[config.mk]
export PLATFORM = sky130hd
export DESIGN_NAME = hlva_queue
export DESIGN_NICKNAME = d
export VERILOG_FILES = /design/src/rtl/core/hlva_pkg.sv /design/src/rtl/core/hlva_queue.sv
export SDC_FILE = /design/constraint.sdc
export NUM_CORES = 1
export LEC_CHECK = 0
export BUFFER_PORTS_ARGS = -buffer_cell sky130_fd_sc_hd__buf_4
export CORE_ASPECT_RATIO = 0.8
export CORE_MARGIN = 1.5
export CORE_UTILIZATION = 47
export CTS_BUF_LIST = sky130_fd_sc_hd__clkbuf_8
export CTS_CLUSTER_DIAMETER = 80
export DETAILED_ROUTE_END_ITERATION = 16
export GPL_TIMING_DRIVEN = 1
export PLACE_DENSITY_LB_ADDON = 0.1
export SYNTH_ARGS = -nofsm -noshare
export SYNTH_HDL_FRONTEND = slang
export SYNTH_SLANG_ARGS = --single-unit
[constraint.sdc]
create_clock -name clock -period 3.16 [get_ports clock]
set_input_delay 0.316 -clock clock [delete_from_list [all_inputs] [get_ports clock]]
set_output_delay 0.316 -clock clock [all_outputs]
set_load 0.005 [all_outputs]
[src/rtl/core/hlva_pkg.sv]
// Shared types, codes and the fixed-point sine function of the Hough vote accumulator.
// Used by the top level, front, queue and back end; depends on nothing.
`timescale 1ns / 1ps
package hlva_pkg;

   // Request action codes.
   localparam logic [1:0] ACT_VOTE  = 2'd0;
   localparam logic [1:0] ACT_READ  = 2'd1;
   localparam logic [1:0] ACT_CLEAR = 2'd2;

   // Register indexes on the configuration port.
   localparam logic [2:0] CSR_THRESHOLD = 3'd0;
   localparam logic [2:0] CSR_WEIGHT    = 3'd1;
   localparam logic [2:0] CSR_SCALE     = 3'd2;
   localparam logic [2:0] CSR_ROWS      = 3'd3;
   localparam logic [2:0] CSR_COLS      = 3'd4;

   localparam int QUEUE_DEPTH = 2;

   // What the back end has to do with a request.
   typedef enum logic [1:0] {
      KIND_NONE  = 2'd0,
      KIND_VOTE  = 2'd1,
      KIND_READ  = 2'd2,
      KIND_CLEAR = 2'd3
   } kind_type;

   // One classified request as it waits in the queue.
   typedef struct packed {
      kind_type           kind;
      logic signed [10:0] dy;
      logic signed [10:0] dx;
      logic [16:0]        add;
      logic [7:0]         rb;
      logic [7:0]         ab;
   } entry_type;

   // Head of the queue as the back end sees it.
   typedef struct packed {
      logic      valid;
      entry_type entry;
   } head_type;

   // Sine of a phase (2^32 per turn) in Q1.14; evaluated only on constants.
   function automatic logic signed [15:0] sin_q14(input logic [31:0] p);
      logic [63:0] u;
      logic [63:0] x;
      logic [63:0] x2;
      logic [63:0] t;
      logic [63:0] s;
      logic signed [15:0] v;
      u = {34'd0, p[29:0]};
      if (p[30]) begin
         u = 64'd1073741824 - u;
      end
      x  = (u * 64'd1686629713) >> 30;
      x2 = (x * x) >> 30;
      t  = 64'd1073741824;
      t  = 64'd1073741824 - (((x2 * t) >> 30) / 156);
      t  = 64'd1073741824 - (((x2 * t) >> 30) / 110);
      t  = 64'd1073741824 - (((x2 * t) >> 30) / 72);
      t  = 64'd1073741824 - (((x2 * t) >> 30) / 42);
      t  = 64'd1073741824 - (((x2 * t) >> 30) / 20);
      t  = 64'd1073741824 - (((x2 * t) >> 30) / 6);
      s  = (x * t) >> 30;
      s  = (s + 64'd32768) >> 16;
      if (s > 64'd16384) begin
         s = 64'd16384;
      end
      v = 16'(s);
      return p[31] ? -v : v;
   endfunction

endpackage

[src/rtl/core/hlva_queue.sv]
// Short queue of classified requests between front and back end.
// Depends on hlva_pkg.
`timescale 1ns / 1ps
module hlva_queue (
   input  logic                clock,
   input  logic                reset,
   input  logic                push,
   input  hlva_pkg::entry_type push_entry,
   input  logic                pop,
   output hlva_pkg::head_type  head,
   output logic                full
);
   import hlva_pkg::*;

   localparam int QW = $clog2(QUEUE_DEPTH);

   entry_type     slot_ff [QUEUE_DEPTH];
   logic [QW-1:0] wr_ff, wr_in;
   logic [QW-1:0] rd_ff, rd_in;
   logic [QW:0]   cnt_ff, cnt_in;

   // Pointer and fill count updates.
   always_comb begin
      wr_in  = wr_ff;
      rd_in  = rd_ff;
      cnt_in = cnt_ff;
      if (push) begin
         wr_in = (wr_ff == QW'(QUEUE_DEPTH - 1)) ? '0 : wr_ff + 1'b1;
      end
      if (pop) begin
         rd_in = (rd_ff == QW'(QUEUE_DEPTH - 1)) ? '0 : rd_ff + 1'b1;
      end
      if (push && !pop) begin
         cnt_in = cnt_ff + 1'b1;
      end else if (pop && !push) begin
         cnt_in = cnt_ff - 1'b1;
      end
   end

   always_ff @(posedge clock) begin
      if (reset) begin
         wr_ff  <= '0;
         rd_ff  <= '0;
         cnt_ff <= '0;
      end else begin
         wr_ff  <= wr_in;
         rd_ff  <= rd_in;
         cnt_ff <= cnt_in;
      end
   end

   // Entry storage.
   always_ff @(posedge clock) begin
      if (push) begin
         slot_ff[wr_ff] <= push_entry;
      end
   end

   assign head.valid = (cnt_ff != '0);
   assign head.entry = slot_ff[rd_ff];
   assign full       = (cnt_ff == (QW+1)'(QUEUE_DEPTH));

endmodule

==> reports/qor.txt <==
Clk sink count = 119
Min cycle time layout = 2.353 ns
Starting Density = 48.08%
Worst hold slack = 0.08216 ns
Yosys Warn Count = 0
Worst-path maximum fanout = 28
Buffer and inverter count on the worst path = 2
Required @ worst endpoint = 2.84 ns
Mapped Nets = 261
Drt wl/cell = 15.86 microns
Max_cap viols = 0
Nets = 399
Floorplan row count = 31
# hold bufs at CTS = 0
Setup Fix Bufs, Post-CTS = 0
CP endpoint kind = output port
# port buffers = 119
Layout cells sized above 1 = 62.00%
Unrepaired setup endpoints after global routing = no
H-tree depth = 4
Most used cell, CP = buf_4
Iter 0 DRT Violations = 77
Worst path max stage delay = 0.78 ns
Worst skew pair latency = 0.41 ns
Unique masters post-synth = 18
I/O Pins = 120
VDD IR-drop max = 361.5 uV
Final period utilization = 74.46%
Pint = 2.853 mW
CTS Root Cell = clkbuf_8
WS Path Type = flop to output port
Critical path's top delay family = flip-flops
Switching part of the total = 21.37%
Syn Inst Count = 199
PD cells = 627.9 nW/um^2
Combinational group share of total power = 11.0%
CTS resizes = 0
Via count = 2,246
Crit-path slowest cell = dfxtp_2
GRT Total Usage = 15.47%
Sw power = 0.7752 mW
Final Max Tran Viols = 0
Final Hold Fails = 0
Final setup TNS = 0 ns
Worst hold path startpoint = push_entry[43]
Sequential Power Share = 51.7%
Syn avg cell area = 21.74 sq um
Worst slew pin tran = 0.7008 ns
Status = complete, no violations
Syn Std Cell Area = 4327 sq um
Drt via density = 4.830
Final setup fails = 0
Filler cells = 677
Die width = 110.3 microns
Fin worst setup slack = 0.8072 ns
CTS Buf Count = 17
Clock buffer depth = 2
DRC viols = 0
Area grow syn2layout = 33.55%
Initial antenna violation count = 0
Antenna Nets Post-Route = 0
Die ar. = 9794 sq um
Core box area = 8999 sq um
Hold Crit Class = input pin to flop
Fmax = 425.0 MHz
TritonCTS clock tree = yes
Final setup skew = 0.01231 ns
Clock network power share = 37.3%
Worst R2R Start = wr_ff
Max_slew headroom = 53.28%
CP Cell Sequence = buf_4, mux2_2, buf_4
Clock-pin slew on the worst setup and hold paths = 0.08 ns
Hpwl dp = 4681 microns
Pre-CTS setup slack = 1.164 ns
Pleak = 2.200 nW
Seq/Total Area, Yosys = 81.43%
Largest net degree at the start of global routing = 37
N_diodes = 0
Die Ht = 88.82 microns
GRT overflow = 0
FF+latch count, synth = 119
CP startpoint kind = flop
Number of global-route vias before repair = 2,214
Gpl congestion = 0.6766
Drt pass-1 iters = 6
First-pass GRT wire length = 10,560 microns
Final Util = 64.21%
Final wirelength = 7377 microns
Worst Path Arrival = 2.04 ns
worst paths after layout:
path | slack [ns] | endpoint | depth (start not counted)
setup / recovery | 0.81 | head[39] | 3
hold / removal | 0.08 | slot_ff[0][43] | 1
setup reg to reg | 1.56 | slot_ff[1][25] | 2
hold reg to reg | 0.51 | flop | 2
sequential cells by signal (all words and copies together) (netlist names), named ones only:
name,flops
cnt_ff,2
rd_ff,1
slot_ff,114
wr_ff,1
Yosys cell counts:
library cell / instances / area, sq um
dfxtp_1: 5 / 100.1
inv_1: 1 / 3.750
o21ai_0: 1 / 5.000
buf_6: 3 / 33.78
nor2_1: 4 / 15.01
or2_2: 1 / 6.260
nor2b_1: 1 / 6.260
buf_4: 1 / 7.510
or3_1: 1 / 6.260
xnor2_1: 2 / 17.52
buf_2: 2 / 10.01
edfxtp_1: 114 / 3423
ha_1: 1 / 12.51
a21oi_1: 1 / 5.000
xor2_1: 2 / 17.52
mux2_2: 57 / 641.9
and2b_2: 1 / 8.760
and2_1: 1 / 6.260
through the flow:
| stage | total power [mW] | std cells | cell area [sq um] |
|---|---|---|---|
| after CTS | 3.674 | 465 | 5778 |
| after global routing | 3.782 | 465 | 5778 |
| after global placement | 2.309 | 433 | 5380 |
| final | 3.628 | 465 | 5778 |
| after detailed placement | 2.316 | 433 | 5380 |
| after floorplan | 2.083 | 199 | 4329 |
logic make-up after synthesis:
group	Yosys count	share of synthesized area [%]
flip-flops	119	81.43
multiplexers	57	14.84
AND/OR/NAND/NOR	9	1.128
buffers and inverters	7	1.272
XOR/XNOR	4	0.8099
AO/OA/AOI/OAI	2	0.2311
adder cells (fa/ha/maj)	1	0.2891
layout make-up:
cell class / count / area (sq um) / share of cell area, %
Clock buffer: 17 / 234.0 / 4.049
Timing Repair Buffer: 125 / 950.9 / 16.46
Clock inverter: 15 / 163.9 / 2.837
Inverter: 1 / 3.754 / 0.06496
Multi-Input combinational cell: 73 / 757.0 / 13.10
Tap cell: 115 / 143.9 / 2.490
Sequential cell: 119 / 3525 / 61.00
routing by layer:
layer  vias up  global-route usage (%)  part of all wire (%)
met2        78                   24.69                    50
met5         -                       0                     0
met1      1096                   17.75                    41
met3        14                   7.143                   6.8
met4         0                   7.692                   1.9
li1       1058                       -                     -
worst reg2reg max path, cell delays in order, from the launching register on:
cell,delay (ns)
dfxtp_1,0.41
and2_2,0.55
buf_12,0.31
cell usage in the layout (no fill, tap or decap):
master / count
a21oi_1: 1
and2_2: 1
and2b_2: 1
buf_12: 1
buf_4: 124
bufinv_16: 3
clkbuf_8: 17
clkinv_2: 5
clkinv_4: 3
clkinvlp_4: 2
dfxtp_1: 4
dfxtp_2: 1
edfxtp_1: 114
ha_1: 1
inv_1: 3
mux2_2: 57
nor2_1: 4
nor2b_4: 1
o21ai_0: 1
or2_2: 1
or3_1: 1
xnor2_1: 2
xor2_1: 2
power by group through the flow:
stage	Clock (mW)	Combinational [mW]	Sequential, mW
after detailed placement	0	0.405	1.91
final	1.35	0.400	1.88
after floorplan	0	0.191	1.89
after CTS	1.39	0.407	1.88
after global routing	1.46	0.436	1.88
after global placement	0	0.401	1.91
No activity file was read; power rests on OpenSTA's default activity.
