--- src/rtl/core/hlva_pkg.sv ---
// Shared types, codes and the fixed-point sine function of the Hough vote accumulator.
// Used by the top level, front, queue and back end; depends on nothing.
`timescale 1ns / 1ps
package hlva_pkg;

   // Request action codes.
   localparam logic [1:0] ACT_VOTE  = 2'd0;
   localparam logic [1:0] ACT_READ  = 2'd1;
   localparam logic [1:0] ACT_CLEAR = 2'd2;

   // Register indexes on the configuration port.
   localparam logic [2:0] CSR_THRESHOLD = 3'd0;
   localparam logic [2:0] CSR_WEIGHT    = 3'd1;
   localparam logic [2:0] CSR_SCALE     = 3'd2;
   localparam logic [2:0] CSR_ROWS      = 3'd3;
   localparam logic [2:0] CSR_COLS      = 3'd4;

   localparam int QUEUE_DEPTH = 2;

   // What the back end has to do with a request.
   typedef enum logic [1:0] {
      KIND_NONE  = 2'd0,
      KIND_VOTE  = 2'd1,
      KIND_READ  = 2'd2,
      KIND_CLEAR = 2'd3
   } kind_type;

   // One classified request as it waits in the queue.
   typedef struct packed {
      kind_type           kind;
      logic signed [10:0] dy;
      logic signed [10:0] dx;
      logic [16:0]        add;
      logic [7:0]         rb;
      logic [7:0]         ab;
   } entry_type;

   // Head of the queue as the back end sees it.
   typedef struct packed {
      logic      valid;
      entry_type entry;
   } head_type;

   // Sine of a phase (2^32 per turn) in Q1.14; evaluated only on constants.
   function automatic logic signed [15:0] sin_q14(input logic [31:0] p);
      logic [63:0] u;
      logic [63:0] x;
      logic [63:0] x2;
      logic [63:0] t;
      logic [63:0] s;
      logic signed [15:0] v;
      u = {34'd0, p[29:0]};
      if (p[30]) begin
         u = 64'd1073741824 - u;
      end
      x  = (u * 64'd1686629713) >> 30;
      x2 = (x * x) >> 30;
      t  = 64'd1073741824;
      t  = 64'd1073741824 - (((x2 * t) >> 30) / 156);
      t  = 64'd1073741824 - (((x2 * t) >> 30) / 110);
      t  = 64'd1073741824 - (((x2 * t) >> 30) / 72);
      t  = 64'd1073741824 - (((x2 * t) >> 30) / 42);
      t  = 64'd1073741824 - (((x2 * t) >> 30) / 20);
      t  = 64'd1073741824 - (((x2 * t) >> 30) / 6);
      s  = (x * t) >> 30;
      s  = (s + 64'd32768) >> 16;
      if (s > 64'd16384) begin
         s = 64'd16384;
      end
      v = 16'(s);
      return p[31] ? -v : v;
   endfunction

endpackage

--- src/rtl/core/hlva_front.sv ---
// Front end: classifies an accepted request into a queue entry.
// Depends on hlva_pkg.
`timescale 1ns / 1ps
module hlva_front #(
   parameter int NUM_RADIUS = 256,
   parameter int NUM_ANGLES = 256
) (
   input  logic [1:0]           action,
   input  logic [9:0]           pixel_row,
   input  logic [9:0]           pixel_col,
   input  logic [15:0]          pixel_value,
   input  logic [7:0]           radius_bin,
   input  logic [7:0]           angle_bin,
   input  logic [15:0]          threshold,
   input  logic [15:0]          weight,
   input  logic [10:0]          image_rows,
   input  logic [10:0]          image_cols,
   output hlva_pkg::entry_type  entry
);
   import hlva_pkg::*;

   logic read_ok;

   // A read outside the accumulator returns zero without touching memory.
   assign read_ok = (13'(radius_bin) < 13'(NUM_RADIUS)) && (13'(angle_bin) < 13'(NUM_ANGLES));

   // Offsets from the image centre and the vote weight.
   always_comb begin
      entry.dy  = $signed({1'b0, pixel_row}) - $signed({1'b0, image_rows[10:1]});
      entry.dx  = $signed({1'b0, pixel_col}) - $signed({1'b0, image_cols[10:1]});
      entry.add = {1'b0, pixel_value} + {1'b0, weight};
      entry.rb  = radius_bin;
      entry.ab  = angle_bin;
      case (action)
         ACT_VOTE:  entry.kind = (pixel_value > threshold) ? KIND_VOTE : KIND_NONE;
         ACT_READ:  entry.kind = read_ok ? KIND_READ : KIND_NONE;
         ACT_CLEAR: entry.kind = KIND_CLEAR;
         default:   entry.kind = KIND_NONE;
      endcase
   end

endmodule

--- config.mk ---
export PLATFORM = sky130hd
export DESIGN_NAME = hlva_front
export DESIGN_NICKNAME = d
export VERILOG_FILES = /design/src/rtl/core/hlva_pkg.sv /design/src/rtl/core/hlva_front.sv
export SDC_FILE = /design/constraint.sdc
export NUM_CORES = 1
export LEC_CHECK = 0
export BUFFER_PORTS_ARGS = -buffer_cell sky130_fd_sc_hd__buf_2
export CAP_MARGIN = 20
export CORE_AREA = 4 4 76 78
export DETAILED_ROUTE_END_ITERATION = 6
export DIE_AREA = 0 0 80 82
export PLACE_DENSITY = 0.95
export SYNTH_ARGS = -nofsm -noshare
export SYNTH_HDL_FRONTEND = slang
export SYNTH_SLANG_ARGS = --single-unit
--- constraint.sdc ---
create_clock -name vclk -period 2.91
set_input_delay 0.1455 -clock vclk [all_inputs]
set_output_delay 0.1455 -clock vclk [all_outputs]
set_load 0.01 [all_outputs]
==> key figures, run 1 <==
Setup path
  • Start-to-end type of the worst setup path: in -> out
  • Largest stage delay on the critical path: 0.43 ns
  • Crit path arrival time: 2.16 ns
  • Worst setup EP type: output port
  • Worst Path Max Fanout: 3
  • Cell breakdown of the critical path: buf_2 > ha_1 > fa_1 > a21oi_1 > o22ai_2 > a31oi_2 > nor3_1 > a311o_1 > buf_2
  • Critical Path Start: pixel_value[0]
  • Capturing element of the worst setup path: entry[26]
  • Required time of the critical path: 2.76 ns
  • Slowest CP cell: sky130_fd_sc_hd__fa_1
  • Type of origin of the critical path: input pin
  • Cell with the most instances on the worst path: sky130_fd_sc_hd__buf_2

STA
  • Tightest Pin Transition: 0.3456 ns
  • Count of endpoints failing setup in the final report: 0
  • Min cycle time layout: around 2.3 ns
  • Final Hold Violating Endpoints: 0
  • Final cycle utilization of the critical path: 0.7926
  • Post-route setup TNS: 0 ns
  • Worst rel slew slack: 0.7637
  • Achievable Freq: around 430 MHz
  • Unrepaired setup endpoints after global routing: no
  • Final count of pins violating max slew: 0

Placement
  • Total half-perimeter wirelength after legalization and detailed placement: about 6 mm
  • RD Place Congestion: 0.9154
  • Placed Instance Area: around 2900 µm²
  • Quantity of I/O buffers inserted on ports: 131

Routing
  • Post-DR wirelength/cell: 13.36 µm
  • DR vias/cell: 5.406
  • Top routing layer used: met4
  • Antenna Violating Nets Remaining: 0
  • Final WL: about 6.7 mm
  • Detailed-route via count: around 2700
  • Amount of wire on met2 after detailed routing: 3.488 mm
  • Number of optimization iterations in the first detailed-route pass: 4
  • Routed wl met3: around 540 µm
  • Post-route met1 wirelength: about 2.5 mm
  • DRC marker count from the first detailed-route iteration: 121
  • Count of unresolved DRC violations after routing: 0

Power
  • Post-layout power: ~660 µW
  • Leakage power summed over all cells: 0.001625 µW
  • Maximum VDD drop: around 110 µV
  • Cell area power density: 230.2 nW/µm²

Finish
  • Clock Buffer Count: 0
  • Core Util, Final: 0.5661
  • Number of sequential storage elements: 0
  • Most common library cell in the layout ignoring fill and taps: sky130_fd_sc_hd__buf_2
  • Area growth, synth to finish: 27.41%
  • Antenna diodes: 0
  • Post-Layout Inst Area: 2873 µm²
  • Fraction of final layout cells sized beyond drive strength 1: 0.3349
  • Combined flip-flop and latch cell area: 0 µm²
  • Count of nets after finishing: 596
  • Most used cells in the layout excluding fill and tap cells: sky130_fd_sc_hd__buf_2, sky130_fd_sc_hd__ha_1, sky130_fd_sc_hd__inv_1

Yosys
  • Mapped Avg Cell Area: 7.135 µm²
  • Fraction of synthesized cell area in xor and xnor cells: 0.08158
  • Count of synthesis-stage warnings from yosys: 0
  • Summed instance area of the synthesized netlist: between 2000 and 2500 µm²
  • Number of distinct library cells after synthesis: 46
  • Post-synthesis share of cell area spent on and, or, nand and nor gates: 0.1848
  • Adder-cell area share of the yosys netlist: 0.3208
  • Combinational family with the most area after synthesis: adder cells
  • Register area share after synthesis: 0
  • Complex-gate fraction of the synthesized area: 0.2758
  • Share of cell area taken by muxes after synthesis: 0
  • Synth Instances: between 300 and 400
  • Net count after synthesis: 480

Die
  • Die Y-Extent: 82 µm
  • Die footprint: roughly 6600 µm²
  • Number of core rows: 26
  • Count of pins on the block boundary: about 170
  • Initial standard-cell utilization of the core: 0.4443
  • CORE AREA: 5075 µm²
  • Floorplan die width: about 80 µm

GRT
  • Global-route wire length before repair: approximately 11 mm
  • Maximum number of pins on one net before global-route repair: 9
  • GR Overflow Total: 0
  • GRT Total Usage: 0.1894
  • Number of antenna violations at the first check in global routing: 0
  • Vias in the first global route: approximately 2600

Clocking
  • Cts repair resizes: 0
  • Total of hold buffers inserted after clock tree synthesis: 0
  • Setup Fix Bufs, Post-CTS: 0

Min path
  • Min-delay worst type: in -> out
  • Hold Startpoint: angle_bin[0]

Status
  • Run status: finished, final reports clean

Run
  • Count of maximum capacitance violations: 0
[critical path, delay by kind of cell]
family                     cells  cell delay, ns
buffers and inverters          2            0.25
and+or+nand+nor                1            0.08
AOI/OAI and AO/OA              4            1.02
adders and majority gates      2            0.67
[cell type report]
| cell class | count | area, µm² |
|---|---|---|
| well taps | 70 | 87.58 |
| multi-input cells | 250 | 1946 |
| fillers | 476 | 2202 |
| inverters | 49 | 183.9 |
| repair buffers | 131 | 655.6 |
[cells in the mapped netlist, drive strengths merged]
cell type / instances / share of area
a311o: 1 / 0.0044
fa: 3 / 0.027
a211oi: 3 / 0.012
nand2b: 4 / 0.011
a41oi: 1 / 0.0072
o31a: 2 / 0.0078
nor4b: 3 / 0.017
buf: 17 / 0.055
a31oi: 6 / 0.019
xnor2: 11 / 0.043
o21ai: 20 / 0.044
o311ai: 2 / 0.0078
o211ai: 2 / 0.0089
nand4: 4 / 0.011
o21a: 10 / 0.033
xor2: 10 / 0.039
ha: 53 / 0.29
nor4: 3 / 0.0083
and2: 2 / 0.0055
and3: 2 / 0.0061
a21o: 4 / 0.013
nand3: 8 / 0.018
a41o: 1 / 0.0044
o22a: 1 / 0.0039
o22ai: 1 / 0.0055
a2111oi: 1 / 0.0039
o2111ai: 1 / 0.0039
nor2: 24 / 0.040
nand2: 11 / 0.018
nor2b: 11 / 0.031
o21bai: 1 / 0.0033
or2: 1 / 0.0028
a21oi: 35 / 0.088
or3: 1 / 0.0028
nor3: 6 / 0.013
o211a: 1 / 0.0044
inv: 49 / 0.082
[metal layers]
layer  vias to the layer above  track usage
met1                      1221       0.2044
met2                       124       0.3841
met4                         0      0.04561
met3                        20      0.02412
li1                       1338            -
met5                         -            0
[power by group]
| group | internal [µW] | switching [µW] |
|---|---|---|
| Sequential | 0 | 0 |
| Clock | 0 | 0 |
| Combinational | 301 | 360 |
| Total | 301 | 360 |
[how the worst min path moves through the flow]
| stage | cells past startpoint | slack, ns | end |
|---|---|---|---|
| 2_1_floorplan | 1 | 0.38 | entry[0] |
| 3_5_place_dp | 0 | 0.29 | entry[11] |
| 6_report | 0 | 0.29 | entry[0] |
| 5_1_grt | 0 | 0.29 | entry[9] |
| 4_1_cts | 0 | 0.29 | entry[11] |
| 3_3_place_gp | 0 | 0.29 | entry[11] |
[logic make-up (layout without fill, tap and decap cells)]
kind of cell / Yosys count / count (layout)
AO/OA/AOI/OAI: 93 / 93
XOR/XNOR: 21 / 21
adder cells (fa/ha/maj): 56 / 56
buffers and inverters: 66 / 180
AND/OR/NAND/NOR: 80 / 80
[metrics by stage]
step           setup slack, ns  hold WS, ns  instances
6_report                0.6034       0.2910        500
3_3_place_gp            0.7257       0.2911        500
5_1_grt                 0.5000       0.2910        500
2_1_floorplan            1.048       0.3828        316
4_1_cts                 0.6093       0.2911        500
3_5_place_dp            0.6280       0.2911        500
Note: power is estimated with default switching activity, not from simulation.
==> run 2, diff against run 1 <==
--- a/config.mk
+++ b/config.mk
@@ -7,10 +7,10 @@
 export LEC_CHECK = 0
 export BUFFER_PORTS_ARGS = -buffer_cell sky130_fd_sc_hd__buf_2
 export CAP_MARGIN = 20
-export CORE_AREA = 4 4 76 78
+export CORE_AREA = 4 4 82 84
 export DETAILED_ROUTE_END_ITERATION = 6
-export DIE_AREA = 0 0 80 82
-export PLACE_DENSITY = 0.95
+export DIE_AREA = 0 0 86 88
+export PLACE_DENSITY = 0.89
 export SYNTH_ARGS = -nofsm -noshare
 export SYNTH_HDL_FRONTEND = slang
 export SYNTH_SLANG_ARGS = --single-unit
==> constraint.sdc (replaced) <==
create_clock -name vclk -period 2.1
set_input_delay 0.105 -clock vclk [all_inputs]
set_output_delay 0.105 -clock vclk [all_outputs]
set_load 0.01 [all_outputs]
==> run 2 against run 1 <==
Effect of this change:
- clock-buffer cell count did not move
- largest power group unchanged
- combinational power grew 39%
- sequential cell count unchanged
- worst hold slack worse by 0.081 ns
- critical endpoint unchanged
- worst setup slack lost 0.46 ns
- design area rose by 0.96%
- non-clock buffer count is 2 higher
- sequential share of layout area unchanged
- cell count rose by 1.4%
- critical path depth unchanged
- largest cell class unchanged
==> key figures, run 2 (synthesis gave the netlist of run 1 again) <==
Routing
  • Final WL: 6.555 mm (-1.9%)
  • DRC marker count from the first detailed-route iteration: 123 (+1.7%)
  • Count of unresolved DRC violations after routing: 0 (unchanged)
  • Post-route met1 wirelength: 2.666 mm (+7.4%)
  • DR vias/cell: 5.069 (-6.2%)
  • Top routing layer used: met4
  • Post-DR wirelength/cell: 12.93 µm (-3.2%)
  • Detailed-route via count: 2570 (-4.9%)
  • Number of optimization iterations in the first detailed-route pass: 4 (unchanged)
  • Amount of wire on met2 after detailed routing: 3.331 mm (-4.5%)
  • Antenna Violating Nets Remaining: 0 (unchanged)
  • Routed wl met3: 473 µm (-13%)

Placement
  • Worst-case setup slack after placement: 0.02473 ns (-0.6033 ns)
  • RD Place Congestion: 0.8632 (-5.7%)
  • Quantity of I/O buffers inserted on ports: 131 (unchanged)
  • Total half-perimeter wirelength after legalization and detailed placement: 5.966 mm (-2.0%)

STA
  • Unrepaired setup endpoints after global routing: no
  • Final cycle utilization of the critical path: 0.9297
  • Achievable Freq: 512.2 MHz
  • Final Hold Violating Endpoints: 0 (unchanged)
  • Final critical-path setup slack: 0.1477 ns (-0.4557 ns)
  • Post-route setup TNS: 0 ns (unchanged)
  • Final count of pins violating max slew: 0 (unchanged)
  • Min cycle time layout: between 1.5 and 2 ns
  • Tightest Pin Transition: 0.4137 ns (+0.06810 ns)
  • Worst rel slew slack: 0.7171 (-0.04657)
  • Count of endpoints failing setup in the final report: 0 (unchanged)

Die
  • Die footprint: 7568 µm² (+15%)
  • Die Y-Extent: 88 µm (+7.3%)
  • Count of pins on the block boundary: 165 (unchanged)
  • Initial standard-cell utilization of the core: 0.3808 (-0.06347)
  • Floorplan die width: 86 µm (+7.5%)
  • Number of core rows: 28 (+7.7%)
  • CORE AREA: 5921 µm² (+17%)

Setup path
  • Worst Path Buf+Inv: 2 (unchanged)
  • Critical Path Stages: 9 (unchanged)
  • Slowest CP cell: sky130_fd_sc_hd__fa_2
  • Cell with the most instances on the worst path: sky130_fd_sc_hd__buf_2
  • Worst Path Max Fanout: 3 (unchanged)
  • Worst setup EP type: output port
  • Type of origin of the critical path: input pin
  • Critical path's top delay family: compound AO/OA/AOI/OAI gates
  • Cell breakdown of the critical path: buf_2 > ha_1 > fa_2 > a21oi_2 > o22ai_2 > a31oi_2 > nor3_1 > a311o_1 > buf_2
  • Crit path arrival time: 1.85 ns (-0.31 ns)
  • Required time of the critical path: 2.00 ns (-0.76 ns)
  • Start-to-end type of the worst setup path: in -> out
  • Largest stage delay on the critical path: 0.37 ns (-0.06 ns)

Status
  • Run status: finished, final reports clean

Power
  • Flop pwr share: 0 (unchanged)
  • Cell area power density: 316.8 nW/µm² (+38%)
  • P_sw: 496.4 µW (+38%)
  • Relative contribution of the clock network to total power: 0 (unchanged)
  • Switch share: 0.5403 (-0.004450)
  • Int Pwr: 422.3 µW (+40%)
  • Share of total power in combinational logic: 1.000 (about the same)
  • Leakage power summed over all cells: 0.001634 µW (+0.57%)
  • Maximum VDD drop: 153.0 µV (+39%)

Finish
  • Area growth, synth to finish: 28.63%
  • Clock Buffer Count: 0 (unchanged)
  • Combined flip-flop and latch cell area: 0 µm² (unchanged)
  • Count of nets after finishing: 598 (+0.34%)
  • Number of sequential storage elements: 0 (unchanged)
  • Most common library cell in the layout ignoring fill and taps: sky130_fd_sc_hd__buf_2
  • Area of the multi-input gates: 1952 µm² (+0.32%)
  • Most used cells in the layout excluding fill and tap cells: sky130_fd_sc_hd__buf_2, sky130_fd_sc_hd__ha_1, sky130_fd_sc_hd__inv_1
  • Fraction of final layout cells sized beyond drive strength 1: 0.3426 (+0.007709)
  • Antenna diodes: 0 (unchanged)
  • Number of fill cells: 563 (+18%)

Min path
  • Min-delay worst type: in -> out
  • Hold Crit Depth: 0 (unchanged)

GRT
  • GR Overflow Total: 0 (unchanged)
  • Maximum number of pins on one net before global-route repair: 9 (unchanged)
  • Global-route wire length before repair: 10.61 mm (+0.92%)
  • GRT Total Usage: 0.1633 (-0.02603)
  • Number of antenna violations at the first check in global routing: 0 (unchanged)
  • Vias in the first global route: 2588 (-0.12%)

Clocking
  • Setup Fix Bufs, Post-CTS: 0 (unchanged)

Run
  • Count of maximum capacitance violations: 0 (unchanged)
-- run 2: cell types whose count changed in the layout (fill, tap and decap cells not counted) --
cell,previous run,this run
sky130_fd_sc_hd__a21oi_1,31,30
sky130_fd_sc_hd__fa_1,3,2
sky130_fd_sc_hd__fa_2,0,1
sky130_fd_sc_hd__a21oi_2,3,4
sky130_fd_sc_hd__buf_4,0,2
-- run 2: stage by stage --
| step | hold slack, ns | util | area [µm²] | instances | power (µW) |
|---|---|---|---|---|---|
| 2_1_floorplan | 0.3018 | - | 2255 | 316 | 608.7 |
| 3_3_place_gp | 0.2101 | 0.4888 | 2894 | 507 | 884.7 |
| 3_5_place_dp | 0.2101 | 0.4888 | 2894 | 507 | 915.8 |
| 4_1_cts | 0.2101 | 0.4888 | 2894 | 507 | 922.0 |
| 5_1_grt | 0.2100 | 0.4899 | 2900 | 507 | 1029 |
| 6_report | 0.2100 | 0.4899 | 2900 | 507 | 918.7 |
-- run 2: final timing paths --
kind / from / end
setup / recovery: pixel_value[0] / entry[26]
hold / removal: radius_bin[5] / entry[13]
-- run 2: routing by layer --
layer / track usage / vias up
met3: 0.01787 / 14
met1: 0.1869 / 1121
li1: - / 1341
met5: 0 / -
met4: 0.02734 / 0
met2: 0.3259 / 94
-- run 2: what timing repair did --
| action | 4_1_cts | 5_1_grt |
|---|---|---|
| endpoints found under the setup margin | 0 | 3 |
| gates resized for setup | 0 | 2 |
| hold buffers | 0 | 0 |
-- run 2: final cells by class --
class | instances | area share
well taps | 75 | 0.03236
repair buffers | 133 | 0.2312
multi-input cells | 250 | 0.6730
inverters | 49 | 0.06342
-- run 2: power groups by stage --
| stage | Sequential, µW | Combinational (µW) | Clock (µW) |
|---|---|---|---|
| finish | 0 | 919 | 0 |
| global route | 0 | 1030 | 0 |
| CTS | 0 | 922 | 0 |
| detailed placement | 0 | 916 | 0 |
| global placement | 0 | 885 | 0 |
| floorplan | 0 | 609 | 0 |
